--- config.mk ---
export PLATFORM = sky130hd
export DESIGN_NAME = source_text_tokenizer_unit
export DESIGN_NICKNAME = d
export VERILOG_FILES = /design/src/design/stt_pkg.sv /design/src/design/source_text_tokenizer_unit.sv
export SDC_FILE = /design/constraint.sdc
export NUM_CORES = 1
export LEC_CHECK = 0
export BUFFER_PORTS_ARGS = -buffer_cell sky130_fd_sc_hd__buf_4
export CAP_MARGIN = 20
export CORE_MARGIN = 3
export CORE_UTILIZATION = 35
export CTS_CLUSTER_SIZE = 30
export DETAILED_ROUTE_END_ITERATION = 8
export SLEW_MARGIN = 10
export SYNTH_ARGS = -nofsm -noshare
export SYNTH_HDL_FRONTEND = slang
export SYNTH_SLANG_ARGS = --single-unit
--- constraint.sdc ---
create_clock -name clk -period 9.2 [get_ports clk]
set_input_delay 2.76 -clock clk [delete_from_list [all_inputs] [get_ports clk]]
set_output_delay 2.76 -clock clk [all_outputs]
set_load 0.05 [all_outputs]
--- src/design/stt_pkg.sv ---
`default_nettype none

package stt_pkg;

  // token kinds as carried in the result item
  typedef enum logic [2:0] {
    KIND_OPERATOR   = 3'd0,
    KIND_SEPARATOR  = 3'd1,
    KIND_INTEGER    = 3'd2,
    KIND_KEYWORD    = 3'd3,
    KIND_IDENTIFIER = 3'd4,
    KIND_END        = 3'd5
  } token_kind_t;

  // scanner state, one-hot
  typedef enum logic [3:0] {
    MODE_IDLE    = 4'b0001,
    MODE_COMMENT = 4'b0010,
    MODE_INT     = 4'b0100,
    MODE_WORD    = 4'b1000
  } scan_mode_t;

  // one token, last flag on top so the low 64 bits are the stream payload
  typedef struct packed {
    logic        last_of_run;
    logic [4:0]  keyword_index;
    logic [15:0] token_length;
    logic [31:0] start_position;
    logic [7:0]  first_char;
    token_kind_t token_kind;
  } token_t;

  localparam int TOKEN_DATA_W   = 64;
  localparam int KW_TABLE_DEPTH = 32;
  localparam int KW_TEXT_MAX    = 8;

  localparam logic [7:0] CH_BANG   = 8'h21;
  localparam logic [7:0] CH_DOLLAR = 8'h24;

  // keyword text, first character in the most significant used byte
  typedef struct packed {
    logic [3:0]  len;
    logic [63:0] text;
  } keyword_t;

  function automatic keyword_t kw_entry(input logic [4:0] idx);
    keyword_t k;
    k = '0;
    case (idx)
      5'd0:  begin k.len = 4'd3; k.text = 64'("int");      end
      5'd1:  begin k.len = 4'd5; k.text = 64'("float");    end
      5'd2:  begin k.len = 4'd4; k.text = 64'("bool");     end
      5'd3:  begin k.len = 4'd4; k.text = 64'("true");     end
      5'd4:  begin k.len = 4'd5; k.text = 64'("false");    end
      5'd5:  begin k.len = 4'd2; k.text = 64'("if");       end
      5'd6:  begin k.len = 4'd4; k.text = 64'("else");     end
      5'd7:  begin k.len = 4'd4; k.text = 64'("then");     end
      5'd8:  begin k.len = 4'd5; k.text = 64'("endif");    end
      5'd9:  begin k.len = 4'd5; k.text = 64'("while");    end
      5'd10: begin k.len = 4'd8; k.text = 64'("whilened"); end
      5'd11: begin k.len = 4'd2; k.text = 64'("do");       end
      5'd12: begin k.len = 4'd5; k.text = 64'("doend");    end
      5'd13: begin k.len = 4'd3; k.text = 64'("for");      end
      5'd14: begin k.len = 4'd6; k.text = 64'("forend");   end
      5'd15: begin k.len = 4'd5; k.text = 64'("input");    end
      5'd16: begin k.len = 4'd6; k.text = 64'("output");   end
      5'd17: begin k.len = 4'd3; k.text = 64'("and");      end
      5'd18: begin k.len = 4'd2; k.text = 64'("or");       end
      5'd19: begin k.len = 4'd3; k.text = 64'("not");      end
      default: k = '0;
    endcase
    return k;
  endfunction

  function automatic logic is_blank(input logic [7:0] b);
    return b inside {8'h20, 8'h09, 8'h0a, 8'h0b, 8'h0c, 8'h0d};
  endfunction

  function automatic logic is_digit(input logic [7:0] b);
    return b inside {[8'h30:8'h39]};
  endfunction

  function automatic logic is_alpha(input logic [7:0] b);
    return b inside {[8'h61:8'h7a], [8'h41:8'h5a]};
  endfunction

  // = * + - / > < %
  function automatic logic is_operator(input logic [7:0] b);
    return b inside {8'h3d, 8'h2a, 8'h2b, 8'h2d, 8'h2f, 8'h3e, 8'h3c, 8'h25};
  endfunction

  // ( ) ; { } [ ] , . :
  function automatic logic is_separator(input logic [7:0] b);
    return b inside {8'h28, 8'h29, 8'h3b, 8'h7b, 8'h7d, 8'h5b, 8'h5d, 8'h2c, 8'h2e, 8'h3a};
  endfunction

endpackage

`default_nettype wire

--- src/design/source_text_tokenizer_unit.sv ---
`default_nettype none

// Source text tokenizer: takes one source byte per item on s_axis (tlast marks
// end of input, its data byte is ignored) and returns tokens on m_axis.
// Blanks are skipped, text between two '!' marks is a comment, operator and
// separator bytes give one-byte tokens, digit runs give integers and other
// runs give keywords or identifiers; end of input flushes the open token and
// adds an END token. A byte is taken every cycle while m_axis keeps up; a byte
// that both closes a pending token and yields a token of its own produces two
// results; the two-entry result buffer drains one token per cycle through the
// single output port while m_axis_tready is high, so s_axis_tready stays low
// while the second token waits. Keyword matching compares the pending word
// against the whole table at once. A byte's first token shows in the next cycle.
module source_text_tokenizer_unit #(
  parameter int KEYWORD_MAX_LEN = 8,
  parameter int KEYWORD_COUNT   = 20
) (
  input  wire logic        clk,
  input  wire logic        rst,
  input  wire logic        s_axis_tvalid,
  output      logic        s_axis_tready,
  input  wire logic [7:0]  s_axis_tdata,   // text_byte
  input  wire logic        s_axis_tlast,   // end_of_input
  output      logic        m_axis_tvalid,
  input  wire logic        m_axis_tready,
  // token_kind[2:0], first_char[10:3], start_position[42:11],
  // token_length[58:43], keyword_index[63:59]
  output      logic [stt_pkg::TOKEN_DATA_W-1:0] m_axis_tdata,
  output      logic        m_axis_tlast    // last_of_run
);

  import stt_pkg::*;

  localparam int IDX_W  = (KEYWORD_MAX_LEN > 1) ? $clog2(KEYWORD_MAX_LEN) : 1;
  localparam int KW_CMP = (KEYWORD_MAX_LEN < KW_TEXT_MAX) ? KEYWORD_MAX_LEN : KW_TEXT_MAX;
  localparam int KW_N   = (KEYWORD_COUNT < KW_TABLE_DEPTH) ? KEYWORD_COUNT : KW_TABLE_DEPTH;

  // scanner state
  scan_mode_t  scan_mode, scan_mode_next;
  logic [7:0]  word_chars [KEYWORD_MAX_LEN];
  logic [7:0]  word_chars_next [KEYWORD_MAX_LEN];
  logic [15:0] pending_length, pending_length_next;
  logic [31:0] pending_start, pending_start_next;
  logic [7:0]  pending_first, pending_first_next;
  logic [31:0] byte_position, byte_position_next;

  // result buffer, head in slot 0
  token_t res0, res1;
  logic   res0_valid, res1_valid;

  logic   in_accept, out_accept;
  logic   kw_hit;
  logic [4:0] kw_idx;
  logic   flushing;
  token_t flush_tok, tok_a, tok_b, new0, new1;
  logic   valid_a, valid_b, scan_fresh;
  logic [7:0] b;

  assign in_accept  = s_axis_tvalid && s_axis_tready;
  assign out_accept = m_axis_tvalid && m_axis_tready;
  assign s_axis_tready = !res1_valid && (!res0_valid || m_axis_tready);
  assign m_axis_tvalid = res0_valid;
  assign m_axis_tdata  = res0[TOKEN_DATA_W-1:0];
  assign m_axis_tlast  = res0.last_of_run;
  assign b = s_axis_tdata;

  // keyword match against the whole table, lowest index wins
  always_comb begin
    keyword_t k;
    logic     m;
    kw_hit = 1'b0;
    kw_idx = '0;
    for (int i = KW_N - 1; i >= 0; i--) begin
      k = kw_entry(5'(i));
      m = (k.len != 4'd0) && (pending_length == 16'(k.len))
          && (pending_length <= 16'(KEYWORD_MAX_LEN));
      for (int j = 0; j < KW_CMP; j++) begin
        if (j < int'(k.len)) begin
          m = m && (word_chars[j] == k.text[8*(int'(k.len)-1-j) +: 8]);
        end
      end
      if (m) begin
        kw_hit = 1'b1;
        kw_idx = 5'(i);
      end
    end
  end

  // token of the pending integer or word
  always_comb begin
    flushing = (scan_mode == MODE_INT) || (scan_mode == MODE_WORD);
    flush_tok = '0;
    flush_tok.first_char     = pending_first;
    flush_tok.start_position = pending_start;
    flush_tok.token_length   = pending_length;
    if (scan_mode == MODE_INT) begin
      flush_tok.token_kind = KIND_INTEGER;
    end else if (kw_hit) begin
      flush_tok.token_kind    = KIND_KEYWORD;
      flush_tok.keyword_index = kw_idx;
    end else begin
      flush_tok.token_kind = KIND_IDENTIFIER;
    end
  end

  // next state and the tokens caused by the incoming item
  always_comb begin
    scan_mode_next      = scan_mode;
    word_chars_next     = word_chars;
    pending_length_next = pending_length;
    pending_start_next  = pending_start;
    pending_first_next  = pending_first;
    byte_position_next  = byte_position;
    valid_a    = 1'b0;
    valid_b    = 1'b0;
    tok_a      = flush_tok;
    tok_b      = '0;
    scan_fresh = 1'b0;

    if (s_axis_tlast) begin
      // end of input: flush, then END at the current offset
      valid_a        = flushing;
      scan_mode_next = MODE_IDLE;
      valid_b        = 1'b1;
      tok_b.token_kind     = KIND_END;
      tok_b.start_position = byte_position;
    end else begin
      byte_position_next = byte_position + 32'd1;
      case (scan_mode)
        MODE_COMMENT: begin
          if (b == CH_BANG) scan_mode_next = MODE_IDLE;
        end
        MODE_INT, MODE_WORD: begin
          if (is_digit(b) || ((scan_mode == MODE_WORD) && (is_alpha(b) || b == CH_DOLLAR))) begin
            if (pending_length < 16'(KEYWORD_MAX_LEN)) begin
              word_chars_next[pending_length[IDX_W-1:0]] = b;
            end
            if (pending_length != 16'hffff) pending_length_next = pending_length + 16'd1;
          end else begin
            scan_fresh = 1'b1;
          end
        end
        MODE_IDLE: scan_fresh = 1'b1;
        default:   scan_fresh = 1'b1;
      endcase

      // byte seen as if idle, after any flush
      if (scan_fresh) begin
        valid_a        = flushing;
        scan_mode_next = MODE_IDLE;
        tok_b.first_char     = b;
        tok_b.start_position = byte_position;
        tok_b.token_length   = 16'd1;
        if (is_blank(b)) begin
          scan_mode_next = MODE_IDLE;
        end else if (b == CH_BANG) begin
          scan_mode_next = MODE_COMMENT;
        end else if (is_operator(b)) begin
          valid_b          = 1'b1;
          tok_b.token_kind = KIND_OPERATOR;
        end else if (is_separator(b)) begin
          valid_b          = 1'b1;
          tok_b.token_kind = KIND_SEPARATOR;
        end else begin
          scan_mode_next      = is_digit(b) ? MODE_INT : MODE_WORD;
          pending_start_next  = byte_position;
          pending_first_next  = b;
          pending_length_next = 16'd1;
          for (int j = 0; j < KEYWORD_MAX_LEN; j++) word_chars_next[j] = 8'h00;
          word_chars_next[0] = b;
        end
      end
    end

    // order the tokens, last flag on the final one
    tok_a.last_of_run = !valid_b;
    tok_b.last_of_run = 1'b1;
    new0 = valid_a ? tok_a : tok_b;
    new1 = tok_b;
  end

  // scanner registers
  always_ff @(posedge clk) begin
    if (rst) begin
      scan_mode      <= MODE_IDLE;
      word_chars     <= '{default: 8'h00};
      pending_length <= '0;
      pending_start  <= '0;
      pending_first  <= '0;
      byte_position  <= '0;
    end else if (in_accept) begin
      scan_mode      <= scan_mode_next;
      word_chars     <= word_chars_next;
      pending_length <= pending_length_next;
      pending_start  <= pending_start_next;
      pending_first  <= pending_first_next;
      byte_position  <= byte_position_next;
    end
  end

  // result buffer control
  always_ff @(posedge clk) begin
    if (rst) begin
      res0_valid <= 1'b0;
      res1_valid <= 1'b0;
    end else if (in_accept) begin
      res0_valid <= valid_a || valid_b;
      res1_valid <= valid_a && valid_b;
    end else if (out_accept) begin
      res0_valid <= res1_valid;
      res1_valid <= 1'b0;
    end
  end

  always_ff @(posedge clk) begin
    if (in_accept) begin
      res0 <= new0;
      res1 <= new1;
    end else if (out_accept) begin
      res0 <= res1;
    end
  end

`ifndef SYNTHESIS
  // second slot is only ever filled behind the first
  a_slot_order: assert property (@(posedge clk) disable iff (rst)
    res1_valid |-> res0_valid)
    else $error("second result slot valid without the first");

  // a lone head token always closes its item, a waiting second one never
  a_last_single: assert property (@(posedge clk) disable iff (rst)
    (m_axis_tvalid && !res1_valid) |-> m_axis_tlast)
    else $error("lone buffered token not flagged last");

  a_last_pair: assert property (@(posedge clk) disable iff (rst)
    res1_valid |-> !m_axis_tlast)
    else $error("first of two tokens flagged last");

  // end of input leaves the scanner idle and takes no byte position
  a_eoi_idle: assert property (@(posedge clk) disable iff (rst)
    (in_accept && s_axis_tlast) |=> (scan_mode == MODE_IDLE) && $stable(byte_position))
    else $error("end of input did not settle the scanner");
`endif

endmodule

`default_nettype wire
==> run metrics <==
routed wire length per instance about 19 um; die width 198 um; Finished Layout Cells roughly 1900; Layout area overhead 14.4%; metal1 wirelength approximately 18 mm; Clk Latency, worst-skew pair ~0.55 ns; die area roughly 0.039 sq mm; HP Class reg2reg; DRT antenna net count 0; largest net degree at the start of global routing between 80 and 90; final setup fails 0; first drt pass iteration count 5; Synth Instances about 1400; Clk pin slew, worst setup/hold paths approximately 0.06 ns; Post-route DRC 0; period utilisation layout between 60 and 70%; Final TNS setup 0 ns; Worst Path Max Fanout 4; Post-Syn Nets between 1000 and 1500; Port Buffers roughly 80; fraction of registers with async set/reset 0%; max-cap viol count 0; Core Region approximately 0.036 sq mm; number of global-route vias before repair between 10000 and 15000; CTS tree built; Hold Startpoint pending_start[25]; die height between 150 and 200 um; CP endpoint kind output port; Post-CTS Setup Bufs 0; Initial Util about 36%; post-synthesis average cell area around 9.3 sq um; worst path arrival time ~3.4 ns; top achievable clock speed ~160 MHz; vias per std cell approximately 5.7; hold path cells 2; EDFF count, synth between 100 and 150; DP Area about 0.014 sq mm; Fin Hold WS 0.454 ns; worst r2r path cells 9; fraction of layout cells with a size suffix above 1 about an eighth; RSZ-0062 raised after global routing no; Routed Wire Length 37.0 mm; via count approximately 11000; clk_skew around 0.03 ns; fin nets roughly 1400; share of total power in sequential cells 48.3%; WL met3 2.15 mm; top routing layer in use met5; data required time at the worst endpoint about 6.4 ns; Post-synth top flop dfxtp_1; most common cell after layout, fill and taps aside nand2_1; Met2 Wirelength 16.0 mm; dpl hpwl 24.8 mm; fin area approximately 0.015 sq mm; Cell Int Power roughly 2000 uW; worst r2r src pending_length[1]; Worst Setup Path Type in2out; Seq/Total Area, Yosys 49.5%; row cnt 69; cts hold-fix bufs 0; top-level I/O count 80; Slew Viols, Final 0; Synth Warn # 0; Unique masters post-synth 76; most frequent cells in the layout nand2_1, dfxtp_1, edfxtp_1, buf_4, a21oi_1; Root Driver clkbuf_16; status finished, final reports clean; CTS Buf Count 29; maximum VDD drop between 0.1 and 0.15 mV; antenna violations before repair 1; post-placement cell count 1847; Logic pwr share 8.6%; crit path from m_axis_tready; crit path time final roughly 6 ns; Power Density between 150 and 200 mW/mm^2; initial DRC count roughly 1100; global-route wire length before repair a little under 60 mm; clock share of power between 40 and 50%; Post-CTS Resized 0; Max transition margin between 20% and 30%; sw frac roughly a quarter; Net Sw Power ~650 uW; CTS sink cnt about 270; GRT Total Usage a little under a fifth; Mapped Area approximately 0.013 sq mm; clock buffer depth 3; CP startpoint kind input pin; routability cong. between 0.9 and 1; total power ~2700 uW; diode count 0; grt ovf 0; Leakage about 0.0051 uW; Seq cells post-synth 266; final hold violations 0; Worst-Margin Slew 1.16 ns; H-Tree Depth 1
[logic make-up after synthesis]
group	synth area share, %
flip-flops	49.5
adder cells (fa/ha/maj)	0.483
multiplexers	3.10
buffers and inverters	3.87
XOR/XNOR	2.44
AND/OR/NAND/NOR	29.6
AO/OA/AOI/OAI	11.0
[registers in the layout (all words and copies together), names as in the netlist]
register and flops:
pending_first 8, word_chars 64, m_axis_tvalid 1, res1_valid 1
m_axis_tdata 64, pending_start 32, byte_position 32, res1 43
pending_length 16, m_axis_tlast 1, scan_mode 4
[through the flow]
| step | setup WS, ns | utilization [%] |
|---|---|---|
| floorplan | 2.97 | - |
| global placement | 3.06 | 38.5 |
| detailed placement | 3.05 | 38.5 |
| CTS | 3.05 | 41.1 |
| global route | 2.99 | 41.1 |
| finish | 3.03 | 41.1 |
[power by group through the flow]
stage	registers, uW	clock network [uW]	logic [uW]
2_1_floorplan	1380	0	89.1
3_3_place_gp	1310	0	230
3_5_place_dp	1310	0	231
4_1_cts	1290	1160	231
5_1_grt	1290	1220	246
6_report	1290	1150	230
[synthesized netlist by cell type, types with 10 or more instances]
cell type / instances / area share, %
a21oi_1: 93 / 3.6
and2_1: 15 / 0.73
and3_1: 69 / 3.3
and4_1: 12 / 0.81
buf_2: 10 / 0.39
clkbuf_1: 86 / 2.5
dfxtp_1: 158 / 24
edfxtp_1: 108 / 25
inv_1: 26 / 0.75
mux2i_1: 39 / 3.0
nand2_1: 217 / 6.3
nand3_1: 77 / 3.0
nand4_1: 50 / 2.4
nor2_1: 92 / 2.7
nor3_1: 21 / 0.81
nor4_1: 37 / 1.8
nor4b_1: 15 / 1.0
nor4bb_1: 18 / 1.4
o21ai_0: 15 / 0.58
o31ai_1: 34 / 2.0
o32ai_1: 17 / 1.2
or3_1: 12 / 0.58
xor2_1: 28 / 1.9
[per-layer routing]
metal / track usage, % / vias to the layer above
li1: - / 5204
met1: 28.0 / 5253
met2: 27.7 / 376
met3: 2.23 / 46
met4: 4.19 / 2
met5: 0 / -
[path summary, 6_finish.rpt]
| path | end | slack, ns |
|---|---|---|
| min | pending_start[25] | 0.45 |
| max | s_axis_tready | 3.03 |
| max reg2reg | m_axis_tdata[1] | 5.66 |
| min reg2reg | pending_start[25] | 0.45 |
[worst max-delay path, stage by stage]
cell and delay [ns]:
buf_4 0.11, nor2b_1 0.25, nor2_1 0.09, buf_4 0.20
[area by class of cell]
| class | instances | area (sq um) |
|---|---|---|
| Clock buffer | 45 | 846 |
| Clock inverter | 9 | 96.3 |
| Fill cell | 3496 | 21200 |
| Inverter | 27 | 101 |
| Multi-Input combinational cell | 998 | 6070 |
| Sequential cell | 266 | 6410 |
| Tap cell | 461 | 577 |
| Timing Repair Buffer | 95 | 713 |
Power figures use the tool's default switching activity.
